**src/btgr_pkg.sv**
```systemverilog
`default_nettype none

package btgr_pkg;

  // Coordinate width default and fixed field widths
  localparam int COORD_WIDTH_DEF = 16;
  localparam int GLYPH_ROWS      = 7;
  localparam int GLYPH_COLS      = 5;
  localparam int GLYPH_BITS      = GLYPH_ROWS * GLYPH_COLS;
  localparam int OFF_WIDTH       = 7;   // holds 6 * 15

  // Character codes
  localparam logic [7:0] FIRST_CODE    = 8'd32;
  localparam logic [7:0] LAST_CODE     = 8'd122;
  localparam logic [7:0] FALLBACK_CODE = 8'd63;
  localparam logic [7:0] NEWLINE_CODE  = 8'd10;

  // Register indexes
  localparam logic [1:0] REG_ORIGIN_X = 2'd0;
  localparam logic [1:0] REG_ORIGIN_Y = 2'd1;
  localparam logic [1:0] REG_SCALE    = 2'd2;
  localparam logic [1:0] REG_COLOR    = 2'd3;

  typedef enum logic {
    ST_IDLE,
    ST_SCAN
  } state_t;

  // Control from sequencer to the scan unit
  typedef struct packed {
    logic                  load;
    logic [GLYPH_BITS-1:0] glyph;
    logic [3:0]            scale;
  } scan_ctl_t;

  // Glyph bits, row 0 first, column 0 is the MSB of each 5-bit row
  function automatic logic [GLYPH_BITS-1:0] glyph_rom(input logic [6:0] idx);
    logic [GLYPH_BITS-1:0] g;
    unique case (idx)
      7'd0:  g = {5'h00, 5'h00, 5'h00, 5'h00, 5'h00, 5'h00, 5'h00};
      7'd1:  g = {5'h04, 5'h04, 5'h04, 5'h04, 5'h04, 5'h00, 5'h04};
      7'd2:  g = {5'h0A, 5'h0A, 5'h00, 5'h00, 5'h00, 5'h00, 5'h00};
      7'd3:  g = {5'h0A, 5'h1F, 5'h0A, 5'h0A, 5'h1F, 5'h0A, 5'h00};
      7'd4:  g = {5'h04, 5'h0F, 5'h14, 5'h0E, 5'h05, 5'h1E, 5'h04};
      7'd5:  g = {5'h19, 5'h19, 5'h02, 5'h04, 5'h08, 5'h13, 5'h13};
      7'd6:  g = {5'h08, 5'h14, 5'h14, 5'h08, 5'h15, 5'h12, 5'h0D};
      7'd7:  g = {5'h04, 5'h04, 5'h00, 5'h00, 5'h00, 5'h00, 5'h00};
      7'd8:  g = {5'h02, 5'h04, 5'h08, 5'h08, 5'h08, 5'h04, 5'h02};
      7'd9:  g = {5'h08, 5'h04, 5'h02, 5'h02, 5'h02, 5'h04, 5'h08};
      7'd10: g = {5'h00, 5'h04, 5'h15, 5'h0E, 5'h15, 5'h04, 5'h00};
      7'd11: g = {5'h00, 5'h04, 5'h04, 5'h1F, 5'h04, 5'h04, 5'h00};
      7'd12: g = {5'h00, 5'h00, 5'h00, 5'h00, 5'h00, 5'h04, 5'h08};
      7'd13: g = {5'h00, 5'h00, 5'h00, 5'h1F, 5'h00, 5'h00, 5'h00};
      7'd14: g = {5'h00, 5'h00, 5'h00, 5'h00, 5'h00, 5'h00, 5'h04};
      7'd15: g = {5'h01, 5'h01, 5'h02, 5'h04, 5'h08, 5'h10, 5'h10};
      7'd16: g = {5'h0E, 5'h11, 5'h13, 5'h15, 5'h19, 5'h11, 5'h0E};
      7'd17: g = {5'h04, 5'h0C, 5'h04, 5'h04, 5'h04, 5'h04, 5'h0E};
      7'd18: g = {5'h0E, 5'h11, 5'h01, 5'h06, 5'h08, 5'h10, 5'h1F};
      7'd19: g = {5'h0E, 5'h11, 5'h01, 5'h06, 5'h01, 5'h11, 5'h0E};
      7'd20: g = {5'h02, 5'h06, 5'h0A, 5'h12, 5'h1F, 5'h02, 5'h02};
      7'd21: g = {5'h1F, 5'h10, 5'h1E, 5'h01, 5'h01, 5'h11, 5'h0E};
      7'd22: g = {5'h06, 5'h08, 5'h10, 5'h1E, 5'h11, 5'h11, 5'h0E};
      7'd23: g = {5'h1F, 5'h01, 5'h02, 5'h04, 5'h08, 5'h08, 5'h08};
      7'd24: g = {5'h0E, 5'h11, 5'h11, 5'h0E, 5'h11, 5'h11, 5'h0E};
      7'd25: g = {5'h0E, 5'h11, 5'h11, 5'h0F, 5'h01, 5'h02, 5'h0C};
      7'd26: g = {5'h00, 5'h00, 5'h04, 5'h00, 5'h04, 5'h00, 5'h00};
      7'd27: g = {5'h00, 5'h00, 5'h04, 5'h00, 5'h04, 5'h04, 5'h08};
      7'd28: g = {5'h02, 5'h04, 5'h08, 5'h10, 5'h08, 5'h04, 5'h02};
      7'd29: g = {5'h00, 5'h00, 5'h1F, 5'h00, 5'h1F, 5'h00, 5'h00};
      7'd30: g = {5'h08, 5'h04, 5'h02, 5'h01, 5'h02, 5'h04, 5'h08};
      7'd31: g = {5'h0E, 5'h11, 5'h01, 5'h02, 5'h04, 5'h00, 5'h04};
      7'd32: g = {5'h0E, 5'h11, 5'h17, 5'h15, 5'h17, 5'h10, 5'h0E};
      7'd33: g = {5'h0E, 5'h11, 5'h11, 5'h1F, 5'h11, 5'h11, 5'h11};
      7'd34: g = {5'h1E, 5'h11, 5'h11, 5'h1E, 5'h11, 5'h11, 5'h1E};
      7'd35: g = {5'h0E, 5'h11, 5'h10, 5'h10, 5'h10, 5'h11, 5'h0E};
      7'd36: g = {5'h1E, 5'h11, 5'h11, 5'h11, 5'h11, 5'h11, 5'h1E};
      7'd37: g = {5'h1F, 5'h10, 5'h10, 5'h1E, 5'h10, 5'h10, 5'h1F};
      7'd38: g = {5'h1F, 5'h10, 5'h10, 5'h1E, 5'h10, 5'h10, 5'h10};
      7'd39: g = {5'h0E, 5'h11, 5'h10, 5'h17, 5'h11, 5'h11, 5'h0E};
      7'd40: g = {5'h11, 5'h11, 5'h11, 5'h1F, 5'h11, 5'h11, 5'h11};
      7'd41: g = {5'h0E, 5'h04, 5'h04, 5'h04, 5'h04, 5'h04, 5'h0E};
      7'd42: g = {5'h07, 5'h02, 5'h02, 5'h02, 5'h02, 5'h12, 5'h0C};
      7'd43: g = {5'h11, 5'h12, 5'h14, 5'h18, 5'h14, 5'h12, 5'h11};
      7'd44: g = {5'h10, 5'h10, 5'h10, 5'h10, 5'h10, 5'h10, 5'h1F};
      7'd45: g = {5'h11, 5'h1B, 5'h15, 5'h15, 5'h11, 5'h11, 5'h11};
      7'd46: g = {5'h11, 5'h19, 5'h15, 5'h13, 5'h11, 5'h11, 5'h11};
      7'd47: g = {5'h0E, 5'h11, 5'h11, 5'h11, 5'h11, 5'h11, 5'h0E};
      7'd48: g = {5'h1E, 5'h11, 5'h11, 5'h1E, 5'h10, 5'h10, 5'h10};
      7'd49: g = {5'h0E, 5'h11, 5'h11, 5'h11, 5'h15, 5'h12, 5'h0D};
      7'd50: g = {5'h1E, 5'h11, 5'h11, 5'h1E, 5'h14, 5'h12, 5'h11};
      7'd51: g = {5'h0E, 5'h11, 5'h10, 5'h0E, 5'h01, 5'h11, 5'h0E};
      7'd52: g = {5'h1F, 5'h04, 5'h04, 5'h04, 5'h04, 5'h04, 5'h04};
      7'd53: g = {5'h11, 5'h11, 5'h11, 5'h11, 5'h11, 5'h11, 5'h0E};
      7'd54: g = {5'h11, 5'h11, 5'h11, 5'h11, 5'h0A, 5'h0A, 5'h04};
      7'd55: g = {5'h11, 5'h11, 5'h11, 5'h15, 5'h15, 5'h1B, 5'h11};
      7'd56: g = {5'h11, 5'h11, 5'h0A, 5'h04, 5'h0A, 5'h11, 5'h11};
      7'd57: g = {5'h11, 5'h11, 5'h0A, 5'h04, 5'h04, 5'h04, 5'h04};
      7'd58: g = {5'h1F, 5'h01, 5'h02, 5'h04, 5'h08, 5'h10, 5'h1F};
      7'd59: g = {5'h0E, 5'h08, 5'h08, 5'h08, 5'h08, 5'h08, 5'h0E};
      7'd60: g = {5'h10, 5'h10, 5'h08, 5'h04, 5'h02, 5'h01, 5'h01};
      7'd61: g = {5'h0E, 5'h02, 5'h02, 5'h02, 5'h02, 5'h02, 5'h0E};
      7'd62: g = {5'h04, 5'h0A, 5'h11, 5'h00, 5'h00, 5'h00, 5'h00};
      7'd63: g = {5'h00, 5'h00, 5'h00, 5'h00, 5'h00, 5'h00, 5'h1F};
      7'd64: g = {5'h08, 5'h04, 5'h00, 5'h00, 5'h00, 5'h00, 5'h00};
      7'd65: g = {5'h00, 5'h00, 5'h0E, 5'h01, 5'h0F, 5'h11, 5'h0F};
      7'd66: g = {5'h10, 5'h10, 5'h1E, 5'h11, 5'h11, 5'h11, 5'h1E};
      7'd67: g = {5'h00, 5'h00, 5'h0E, 5'h11, 5'h10, 5'h11, 5'h0E};
      7'd68: g = {5'h01, 5'h01, 5'h0F, 5'h11, 5'h11, 5'h11, 5'h0F};
      7'd69: g = {5'h00, 5'h00, 5'h0E, 5'h11, 5'h1F, 5'h10, 5'h0E};
      7'd70: g = {5'h06, 5'h08, 5'h1E, 5'h08, 5'h08, 5'h08, 5'h08};
      7'd71: g = {5'h00, 5'h00, 5'h0F, 5'h11, 5'h0F, 5'h01, 5'h0E};
      7'd72: g = {5'h10, 5'h10, 5'h1E, 5'h11, 5'h11, 5'h11, 5'h11};
      7'd73: g = {5'h04, 5'h00, 5'h0C, 5'h04, 5'h04, 5'h04, 5'h0E};
      7'd74: g = {5'h02, 5'h00, 5'h06, 5'h02, 5'h02, 5'h12, 5'h0C};
      7'd75: g = {5'h10, 5'h10, 5'h12, 5'h14, 5'h18, 5'h14, 5'h12};
      7'd76: g = {5'h0C, 5'h04, 5'h04, 5'h04, 5'h04, 5'h04, 5'h0E};
      7'd77: g = {5'h00, 5'h00, 5'h1A, 5'h15, 5'h15, 5'h15, 5'h15};
      7'd78: g = {5'h00, 5'h00, 5'h1E, 5'h11, 5'h11, 5'h11, 5'h11};
      7'd79: g = {5'h00, 5'h00, 5'h0E, 5'h11, 5'h11, 5'h11, 5'h0E};
      7'd80: g = {5'h00, 5'h00, 5'h1E, 5'h11, 5'h1E, 5'h10, 5'h10};
      7'd81: g = {5'h00, 5'h00, 5'h0F, 5'h11, 5'h0F, 5'h01, 5'h01};
      7'd82: g = {5'h00, 5'h00, 5'h16, 5'h19, 5'h10, 5'h10, 5'h10};
      7'd83: g = {5'h00, 5'h00, 5'h0F, 5'h10, 5'h0E, 5'h01, 5'h1E};
      7'd84: g = {5'h08, 5'h08, 5'h1E, 5'h08, 5'h08, 5'h09, 5'h06};
      7'd85: g = {5'h00, 5'h00, 5'h11, 5'h11, 5'h11, 5'h11, 5'h0F};
      7'd86: g = {5'h00, 5'h00, 5'h11, 5'h11, 5'h11, 5'h0A, 5'h04};
      7'd87: g = {5'h00, 5'h00, 5'h11, 5'h11, 5'h15, 5'h15, 5'h0A};
      7'd88: g = {5'h00, 5'h00, 5'h11, 5'h0A, 5'h04, 5'h0A, 5'h11};
      7'd89: g = {5'h00, 5'h00, 5'h11, 5'h11, 5'h0F, 5'h01, 5'h0E};
      7'd90: g = {5'h00, 5'h00, 5'h1F, 5'h02, 5'h04, 5'h08, 5'h1F};
      default: g = '0;
    endcase
    return g;
  endfunction

  // Map a character byte to its glyph; unknown codes show the fallback glyph
  function automatic logic [GLYPH_BITS-1:0] glyph_of(input logic [7:0] code);
    logic [7:0] c;
    logic [7:0] idx;
    c   = (code < FIRST_CODE || code > LAST_CODE) ? FALLBACK_CODE : code;
    idx = c - FIRST_CODE;
    return glyph_rom(idx[6:0]);
  endfunction

endpackage

`default_nettype wire

```
**src/btgr_in_if.sv**
```systemverilog
`default_nettype none

interface btgr_in_if;
  logic       valid;
  logic       ready;
  logic [7:0] char_code;
  logic       start_of_text;

  modport source (output valid, char_code, start_of_text, input ready);
  modport sink   (input valid, char_code, start_of_text, output ready);
endinterface

`default_nettype wire

```
**src/btgr_out_if.sv**
```systemverilog
`default_nettype none

interface btgr_out_if;
  logic               valid;
  logic               ready;
  logic signed [15:0] rect_x;
  logic signed [15:0] rect_y;
  logic [3:0]         rect_size;
  logic [31:0]        rect_color;
  logic               last_of_char;

  modport source (output valid, rect_x, rect_y, rect_size, rect_color, last_of_char,
                  input ready);
  modport sink   (input valid, rect_x, rect_y, rect_size, rect_color, last_of_char,
                  output ready);
endinterface

`default_nettype wire

```
**src/btgr_scan.sv**
```systemverilog
`default_nettype none

// Glyph scanner: one bit per cycle, a square per lit bit; busy output stalls it
module btgr_scan
  import btgr_pkg::*;
#(
  parameter int COORD_WIDTH = COORD_WIDTH_DEF
) (
  input  wire logic                   clk,
  input  wire logic                   rst_n,
  input  wire scan_ctl_t              ctl,
  input  wire logic [COORD_WIDTH-1:0] pen_x,
  input  wire logic [COORD_WIDTH-1:0] pen_y,
  input  wire logic [31:0]            color,
  output      logic                   empty,
  btgr_out_if.source                  out_ch
);

  logic [GLYPH_BITS-1:0] sh_r, sh_nxt;
  logic [2:0]            col_r, col_nxt;
  logic [OFF_WIDTH-1:0]  col_off_r, col_off_nxt;
  logic [OFF_WIDTH-1:0]  row_off_r, row_off_nxt;
  logic                  out_valid_r, out_valid_nxt;
  logic signed [15:0]    rect_x_r, rect_y_r;
  logic [3:0]            rect_size_r;
  logic [31:0]           rect_color_r;
  logic                  last_r;

  logic                   free;
  logic                   step;
  logic                   emit;
  logic [COORD_WIDTH-1:0] sum_x, sum_y;
  logic [OFF_WIDTH-1:0]   scale_ext;

  assign scale_ext = OFF_WIDTH'(ctl.scale);
  assign empty     = (sh_r == '0);
  assign free      = !out_valid_r || out_ch.ready;
  assign step      = !empty && (!sh_r[GLYPH_BITS-1] || free);
  assign emit      = step && sh_r[GLYPH_BITS-1];

  // Square corner for the bit at the head of the shift register
  assign sum_x = pen_x + COORD_WIDTH'(col_off_r);
  assign sum_y = pen_y + COORD_WIDTH'(row_off_r);

  // Scan position and offsets
  always_comb begin
    sh_nxt      = sh_r;
    col_nxt     = col_r;
    col_off_nxt = col_off_r;
    row_off_nxt = row_off_r;
    if (ctl.load) begin
      sh_nxt      = ctl.glyph;
      col_nxt     = '0;
      col_off_nxt = '0;
      row_off_nxt = '0;
    end else if (step) begin
      sh_nxt = {sh_r[GLYPH_BITS-2:0], 1'b0};
      if (col_r == 3'(GLYPH_COLS - 1)) begin
        col_nxt     = '0;
        col_off_nxt = '0;
        row_off_nxt = row_off_r + scale_ext;
      end else begin
        col_nxt     = col_r + 3'd1;
        col_off_nxt = col_off_r + scale_ext;
      end
    end
  end

  // Output register handshake
  always_comb begin
    if (emit) begin
      out_valid_nxt = 1'b1;
    end else if (out_ch.ready) begin
      out_valid_nxt = 1'b0;
    end else begin
      out_valid_nxt = out_valid_r;
    end
  end

  always_ff @(posedge clk) begin
    if (!rst_n) begin
      sh_r        <= '0;
      col_r       <= '0;
      col_off_r   <= '0;
      row_off_r   <= '0;
      out_valid_r <= 1'b0;
    end else begin
      sh_r        <= sh_nxt;
      col_r       <= col_nxt;
      col_off_r   <= col_off_nxt;
      row_off_r   <= row_off_nxt;
      out_valid_r <= out_valid_nxt;
    end
  end

  // Payload, loaded on each emitted square
  always_ff @(posedge clk) begin
    if (emit) begin
      rect_x_r     <= 16'(sum_x);
      rect_y_r     <= 16'(sum_y);
      rect_size_r  <= ctl.scale;
      rect_color_r <= color;
      last_r       <= (sh_r[GLYPH_BITS-2:0] == '0);
    end
  end

  assign out_ch.valid        = out_valid_r;
  assign out_ch.rect_x       = rect_x_r;
  assign out_ch.rect_y       = rect_y_r;
  assign out_ch.rect_size    = rect_size_r;
  assign out_ch.rect_color   = rect_color_r;
  assign out_ch.last_of_char = last_r;

  // A new glyph is only loaded once the previous scan has drained
  a_load_when_empty: assert property (@(posedge clk) disable iff (!rst_n)
    ctl.load |-> empty)
    else $error("glyph loaded while scan still active");

  // A pending square that is not the last one leaves lit bits to scan
  a_more_after_not_last: assert property (@(posedge clk) disable iff (!rst_n)
    out_valid_r && !last_r |-> !empty)
    else $error("non-final square pending with nothing left to scan");

  // Column counter never leaves the glyph width
  a_col_range: assert property (@(posedge clk) disable iff (!rst_n)
    col_r < 3'(GLYPH_COLS))
    else $error("column counter out of range");

endmodule

`default_nettype wire

```
**src/bitmap_text_glyph_rasterizer.sv**
```systemverilog
// Order: once a character is accepted its glyph is loaded into the scan shift register; when
//   glyph row 0, column 0 is lit the first square is registered once the output is free.
// A character passes through accept, bit scans ending at the last lit bit, and pen advance;
//   a blank glyph skips the bit scans, a newline only moves the pen. A new character is not
//   accepted before the pen advance. One square per cycle at most.
// Reset (rst_n, synchronous, active low): pen at 0,0, origin 0,0, scale 1, color 0,
//   no square pending.
`default_nettype none

module bitmap_text_glyph_rasterizer
  import btgr_pkg::*;
#(
  parameter int COORD_WIDTH = COORD_WIDTH_DEF
) (
  input  wire logic        clk,
  input  wire logic        rst_n,
  input  wire logic        psel,
  input  wire logic        penable,
  input  wire logic        pwrite,
  input  wire logic [3:0]  paddr,
  input  wire logic [31:0] pwdata,
  output      logic [31:0] prdata,
  output      logic        pready,
  btgr_in_if.sink          in_ch,
  btgr_out_if.source       out_ch
);

  logic [15:0] origin_x_r;
  logic [15:0] origin_y_r;
  logic [3:0]  scale_r;
  logic [31:0] color_r;

  state_t                 state_r, state_nxt;
  logic [COORD_WIDTH-1:0] pen_x_r, pen_x_nxt;
  logic [COORD_WIDTH-1:0] pen_y_r, pen_y_nxt;

  logic                   wr_en;
  logic [1:0]             reg_idx;
  logic [3:0]             scale;
  logic [OFF_WIDTH-1:0]   char_step;
  logic [OFF_WIDTH-1:0]   line_step;
  logic [COORD_WIDTH-1:0] org_x, org_y;
  logic [COORD_WIDTH-1:0] base_y;
  logic                   accept;
  logic                   scan_empty;
  scan_ctl_t              scan_ctl;

  // Register port
  assign pready  = 1'b1;
  assign wr_en   = psel && penable && pwrite;
  assign reg_idx = paddr[3:2];

  always_ff @(posedge clk) begin
    if (!rst_n) begin
      origin_x_r <= '0;
      origin_y_r <= '0;
      scale_r    <= 4'd1;
      color_r    <= '0;
    end else if (wr_en) begin
      unique case (reg_idx)
        REG_ORIGIN_X: origin_x_r <= pwdata[15:0];
        REG_ORIGIN_Y: origin_y_r <= pwdata[15:0];
        REG_SCALE:    scale_r    <= pwdata[3:0];
        REG_COLOR:    color_r    <= pwdata;
        default:      ;
      endcase
    end
  end

  always_comb begin
    unique case (reg_idx)
      REG_ORIGIN_X: prdata = 32'(origin_x_r);
      REG_ORIGIN_Y: prdata = 32'(origin_y_r);
      REG_SCALE:    prdata = 32'(scale_r);
      REG_COLOR:    prdata = color_r;
      default:      prdata = '0;
    endcase
  end

  // Scale in use and pen steps (6s and 8s)
  assign scale     = (scale_r == '0) ? 4'd1 : scale_r;
  assign char_step = (OFF_WIDTH'(scale) << 2) + (OFF_WIDTH'(scale) << 1);
  assign line_step = OFF_WIDTH'(scale) << 3;

  // Origin sign-extended (or wrapped) to the pen width
  assign org_x = COORD_WIDTH'($signed(origin_x_r));
  assign org_y = COORD_WIDTH'($signed(origin_y_r));

  assign accept = in_ch.valid && in_ch.ready;
  assign base_y = in_ch.start_of_text ? org_y : pen_y_r;

  // Sequencer: pen update and scan start
  always_comb begin
    state_nxt      = state_r;
    pen_x_nxt      = pen_x_r;
    pen_y_nxt      = pen_y_r;
    in_ch.ready    = (state_r == ST_IDLE);
    scan_ctl.load  = 1'b0;
    scan_ctl.glyph = glyph_of(in_ch.char_code);
    scan_ctl.scale = scale;
    unique case (state_r)
      ST_IDLE: begin
        if (accept) begin
          if (in_ch.char_code == NEWLINE_CODE) begin
            pen_x_nxt = org_x;
            pen_y_nxt = base_y + COORD_WIDTH'(line_step);
          end else begin
            if (in_ch.start_of_text) begin
              pen_x_nxt = org_x;
              pen_y_nxt = org_y;
            end
            scan_ctl.load = 1'b1;
            state_nxt     = ST_SCAN;
          end
        end
      end
      ST_SCAN: begin
        if (scan_empty) begin
          pen_x_nxt = pen_x_r + COORD_WIDTH'(char_step);
          state_nxt = ST_IDLE;
        end
      end
      default: state_nxt = ST_IDLE;
    endcase
  end

  always_ff @(posedge clk) begin
    if (!rst_n) begin
      state_r <= ST_IDLE;
      pen_x_r <= '0;
      pen_y_r <= '0;
    end else begin
      state_r <= state_nxt;
      pen_x_r <= pen_x_nxt;
      pen_y_r <= pen_y_nxt;
    end
  end

  btgr_scan #(
    .COORD_WIDTH (COORD_WIDTH)
  ) u_scan (
    .clk    (clk),
    .rst_n  (rst_n),
    .ctl    (scan_ctl),
    .pen_x  (pen_x_r),
    .pen_y  (pen_y_r),
    .color  (color_r),
    .empty  (scan_empty),
    .out_ch (out_ch)
  );

  // Every accepted character other than newline starts a scan
  a_char_starts_scan: assert property (@(posedge clk) disable iff (!rst_n)
    accept && in_ch.char_code != NEWLINE_CODE |=> state_r == ST_SCAN)
    else $error("character accepted without starting a scan");

  // Newline returns the pen to the origin column
  a_newline_col: assert property (@(posedge clk) disable iff (!rst_n)
    accept && in_ch.char_code == NEWLINE_CODE |=> pen_x_r == $past(org_x))
    else $error("newline did not return pen to origin column");

  // While idle the scanner has nothing left to walk
  a_idle_scan_empty: assert property (@(posedge clk) disable iff (!rst_n)
    state_r == ST_IDLE |-> scan_empty)
    else $error("sequencer idle while scan still active");

endmodule

`default_nettype wire
```
**src/flat_wrapper.sv**
```systemverilog
// flat-port wrapper written by rule: the top's interface ports become plain ports
module bitmap_text_glyph_rasterizer_flat import btgr_pkg::*;
#(
  parameter int COORD_WIDTH = COORD_WIDTH_DEF
)
  (clk, rst_n, psel, penable, pwrite, paddr, pwdata, prdata, pready, in_ch_valid, in_ch_char_code, in_ch_start_of_text, in_ch_ready, out_ch_valid, out_ch_rect_x, out_ch_rect_y, out_ch_rect_size, out_ch_rect_color, out_ch_last_of_char, out_ch_ready);
  btgr_in_if in_ch_i ();
  btgr_out_if out_ch_i ();
  input  wire logic clk;
  input  wire logic rst_n;
  input  wire logic psel;
  input  wire logic penable;
  input  wire logic pwrite;
  input  wire logic [3:0] paddr;
  input  wire logic [31:0] pwdata;
  output      logic [31:0] prdata;
  output      logic pready;
  input wire logic [$bits(in_ch_i.valid)-1:0] in_ch_valid;
  input wire logic [$bits(in_ch_i.char_code)-1:0] in_ch_char_code;
  input wire logic [$bits(in_ch_i.start_of_text)-1:0] in_ch_start_of_text;
  output wire logic [$bits(in_ch_i.ready)-1:0] in_ch_ready;
  output wire logic [$bits(out_ch_i.valid)-1:0] out_ch_valid;
  output wire logic [$bits(out_ch_i.rect_x)-1:0] out_ch_rect_x;
  output wire logic [$bits(out_ch_i.rect_y)-1:0] out_ch_rect_y;
  output wire logic [$bits(out_ch_i.rect_size)-1:0] out_ch_rect_size;
  output wire logic [$bits(out_ch_i.rect_color)-1:0] out_ch_rect_color;
  output wire logic [$bits(out_ch_i.last_of_char)-1:0] out_ch_last_of_char;
  input wire logic [$bits(out_ch_i.ready)-1:0] out_ch_ready;
  assign in_ch_i.valid = in_ch_valid;
  assign in_ch_i.char_code = in_ch_char_code;
  assign in_ch_i.start_of_text = in_ch_start_of_text;
  assign in_ch_ready = in_ch_i.ready;
  assign out_ch_valid = out_ch_i.valid;
  assign out_ch_rect_x = out_ch_i.rect_x;
  assign out_ch_rect_y = out_ch_i.rect_y;
  assign out_ch_rect_size = out_ch_i.rect_size;
  assign out_ch_rect_color = out_ch_i.rect_color;
  assign out_ch_last_of_char = out_ch_i.last_of_char;
  assign out_ch_i.ready = out_ch_ready;
  bitmap_text_glyph_rasterizer #(.COORD_WIDTH(COORD_WIDTH)) u_core (.clk(clk), .rst_n(rst_n), .psel(psel), .penable(penable), .pwrite(pwrite), .paddr(paddr), .pwdata(pwdata), .prdata(prdata), .pready(pready), .in_ch(in_ch_i), .out_ch(out_ch_i));
endmodule
```
**config.mk**
```make
export PLATFORM = sky130hd
export DESIGN_NAME = bitmap_text_glyph_rasterizer_flat
export DESIGN_NICKNAME = d
export VERILOG_FILES = /design/src/btgr_pkg.sv /design/src/btgr_in_if.sv /design/src/btgr_out_if.sv /design/src/btgr_scan.sv /design/src/bitmap_text_glyph_rasterizer.sv /design/src/flat_wrapper.sv
export SDC_FILE = /design/constraint.sdc
export NUM_CORES = 1
export LEC_CHECK = 0
export BUFFER_PORTS_ARGS = -buffer_cell sky130_fd_sc_hd__buf_2
export CAP_MARGIN = 20
export CORE_ASPECT_RATIO = 1.25
export CORE_MARGIN = 5
export CORE_UTILIZATION = 35
export CTS_BUF_LIST = sky130_fd_sc_hd__clkbuf_4 sky130_fd_sc_hd__clkbuf_8
export DETAILED_ROUTE_END_ITERATION = 7
export SYNTH_ARGS = -nofsm -noshare
export SYNTH_HDL_FRONTEND = slang
export SYNTH_MEMORY_MAX_BITS = 65536
export SYNTH_SLANG_ARGS = --single-unit
```
**constraint.sdc**
```tcl
create_clock -name clk -period 7.35 [get_ports clk]
set_input_delay 0.3675 -clock clk [delete_from_list [all_inputs] [get_ports clk]]
set_output_delay 0.3675 -clock clk [all_outputs]
set_load 0.02 [all_outputs]
```
==> reports/metrics.csv <==
metric;value;unit
CP Max Fanout;23;
Seq/Total Area, Yosys;36.1;%
Hold Buf Count CTS;0;
Syn Nets;1882;
number of synthesized register bits;223;
crit path launch type;input port;
Worst-Skew Late Latency;0.54;ns
Slew Limit Fails;0;
HPWL after DPL;39600;um
period utilisation layout;62.9;%
pre-CTS setup slack;2.37;ns
htree depth;2;
CTS resizes;0;
CP required;7.78;ns
Die Area;0.0449;mm2
layout cells sized above 1;16.6;%
Distinct cells, synth;91;
logic gate share of total power;17.9;%
Antenna Nets Post-Route;0;
Inst Count DP;2361;
Hold Path Depth;3;
min Tclk post-route;4.63;ns
TNS Setup;0;ns
warnings from Yosys;0;
Slew headroom;23.1;%
Ports;156;
kind of critical path;in -> reg;
initial core utilization;35.5;%
mapped cell area;0.0143;mm2
Die Wd;191;um
ys flop type;dfxtp_1;
num rows;82;
gr ovfl total;0;
fraction of power consumed by the clock network;37.5;%
Pint;0.00212;W
LEAKAGE;6.21;nW
clock sink count;223;
crit path DAT;5.06;ns
Post-synth EDFFs;69;
final WL;57200;um
Remaining DRCs;0;
core area;0.0402;mm2
Clock Path Buffers;3;
Power Dens Cells;188;mW/mm2
Setup WS post-layout;2.72;ns
Max-cap violations;0;
status;completed;
DR iter-0 viols;1607;
Final #Nets;1964;
gp weighted congestion;1.03;
Worst Hold Margin;0.0720;ns
sequential power share;44.6;%
Mapped Cells;1772;
root buf cell;clkbuf_8;
postcts setup bufs;0;
DR pass1 iterations;6;
Sw Share;30.5;%
worst r2r path cells;13;
Die Ht;236;um
largest vdd supply drop;0.0779;mV
Final Util;40.3;%
first-pass GRT wire length;85800;um
crit path capture type;register;
CTS Buf Count;36;
# fillers;4129;
final setup vio count;0;
antenna cells;0;
fin cells;2427;
RSZ-0062 raised after global routing;false;
vias after detailed routing;14584;
fraction of registers with async set/reset;0;%
Mapped Avg Cell Area;8.05;um2
Worst-Margin Slew;1.15;ns
Psw;0.000929;W
Via density;6.01;
Peak Freq;0.216;GHz
GR Util All Layers;24.2;%
mean routed wirelength per cell;23.6;um
antenna violations before repair;0;
CTS tree;yes;
CTS clk-pin slew, worst paths;0.06;ns
IO Port Bufs;152;
number of global-route vias before repair;13878;
Hold Vio Cnt, Final;0;
area delta synth->final;13.6;%
Clock Skew;0.0195;ns
worst min path class;in -> reg;
largest net degree at the start of global routing;92;
-- synth_stat cells, types with 30 or more instances --
master	n	area, um2
nand2_1	315	1180
a21oi_1	193	966
dfxtp_1	154	3080
nor2_1	121	454
clkbuf_1	109	409
o21ai_0	109	546
edfxtp_1	69	2070
ha_1	54	676
nand3_1	51	255
a31oi_1	37	231
nor3_1	36	180
xnor2_1	30	263
-- per-layer routing --
| metal | up-vias | share of wire (%) | GRT usage [%] |
|---|---|---|---|
| li1 | 6672 | - | - |
| met1 | 6887 | 39 | 30.3 |
| met5 | - | 0 | 0 |
| met3 | 201 | 8.0 | 3.80 |
| met2 | 824 | 46 | 39.0 |
| met4 | 0 | 6.8 | 14.4 |
-- cell type report --
class	instances	area, um2	area share, %
multi-input combinational	1377	8470	52.2
sequential	223	5150	31.8
timing repair buffer	187	1030	6.33
clock buffer	57	697	4.30
tap	546	683	4.21
inverter	29	110	0.679
clock inverter	8	72.6	0.447
-- logic make-up (layout without fill, tap and decap cells) --
kind of cell	Yosys count	in the layout	share of synthesized area (%)
AOI/OAI and AO/OA	568	568	25.9
DFF	223	223	36.1
other	1	1	0.0263
muxes	48	48	3.87
adders and majority gates	60	60	5.44
buffers and inverters	172	281	4.87
and+or+nand+nor	654	654	21.0
xor gates and xnor gates	46	46	2.82
-- worst max-delay path: stages --
cell	delay (ns)
buf_2	0.46
nor2_2	0.30
nor2_1	0.45
nor3_2	0.08
buf_4	0.23
inv_1	0.20
ha_1	0.83
inv_1	0.25
o21ai_0	0.95
a311oi_1	0.12
a311o_1	0.46
a2111oi_2	0.37
-- final timing paths --
path / start / end / slack [ns]
worst max register to register: u_core.scale_r[1] / u_core.pen_x_r[13] / 3.21
worst min-delay path: pwdata[20] / u_core.color_r[20] / 0.07
worst max-delay path: in_ch_char_code[1] / u_core.u_scan.sh_r[25] / 2.72
worst min register to register: u_core.color_r[19] / u_core.u_scan.out_ch.rect_color[19] / 0.45
-- flip-flops by register name (all words and copies together) (netlist names), 16 cells and up --
name                             cells
u_core.u_scan.out_ch.rect_x         16
u_core.color_r                      32
u_core.u_scan.sh_r                  35
u_core.pen_y_r                      16
u_core.pen_x_r                      16
u_core.u_scan.out_ch.rect_color     32
u_core.org_x                        16
u_core.u_scan.out_ch.rect_y         16
u_core.org_y                        16
-- power by group through the flow --
| stage | registers, W | logic, W | clock network, W |
|---|---|---|---|
| after floorplan | 0.00139 | 0.000321 | 0 |
| after global placement | 0.00139 | 0.000527 | 0 |
| after detailed placement | 0.00139 | 0.000526 | 0 |
| after CTS | 0.00136 | 0.000529 | 0.00117 |
| after global routing | 0.00136 | 0.000578 | 0.00123 |
| final | 0.00136 | 0.000545 | 0.00114 |
-- cell usage in the layout (no fill, tap or decap), drive strengths merged, types with 16 or more instances in the layout --
| cell | netlist | layout |
|---|---|---|
| nand2 | 316 | 316 |
| a21oi | 193 | 193 |
| buf | 33 | 187 |
| dfxtp | 154 | 154 |
| nor2 | 122 | 122 |
| o21ai | 111 | 111 |
| edfxtp | 69 | 69 |
| clkbuf | 110 | 57 |
| ha | 54 | 54 |
| nand3 | 51 | 51 |
| a31oi | 38 | 38 |
| nor3 | 36 | 36 |
| xnor2 | 30 | 30 |
| inv | 28 | 27 |
| and3 | 26 | 26 |
| mux2i | 26 | 26 |
| or3 | 22 | 22 |
| o311ai | 22 | 22 |
| a211oi | 20 | 20 |
| mux2 | 18 | 18 |
| o22ai | 18 | 18 |
| nor2b | 17 | 17 |
| nor4 | 17 | 17 |
| xor2 | 16 | 16 |
-- stage by stage --
stage	power [W]	instance area [um2]
final	0.00305	16200
after global routing	0.00317	16200
after CTS	0.00306	16200
after detailed placement	0.00191	15400
after global placement	0.00191	15400
after floorplan	0.00172	14300
(Power assumes the default switching activity.)
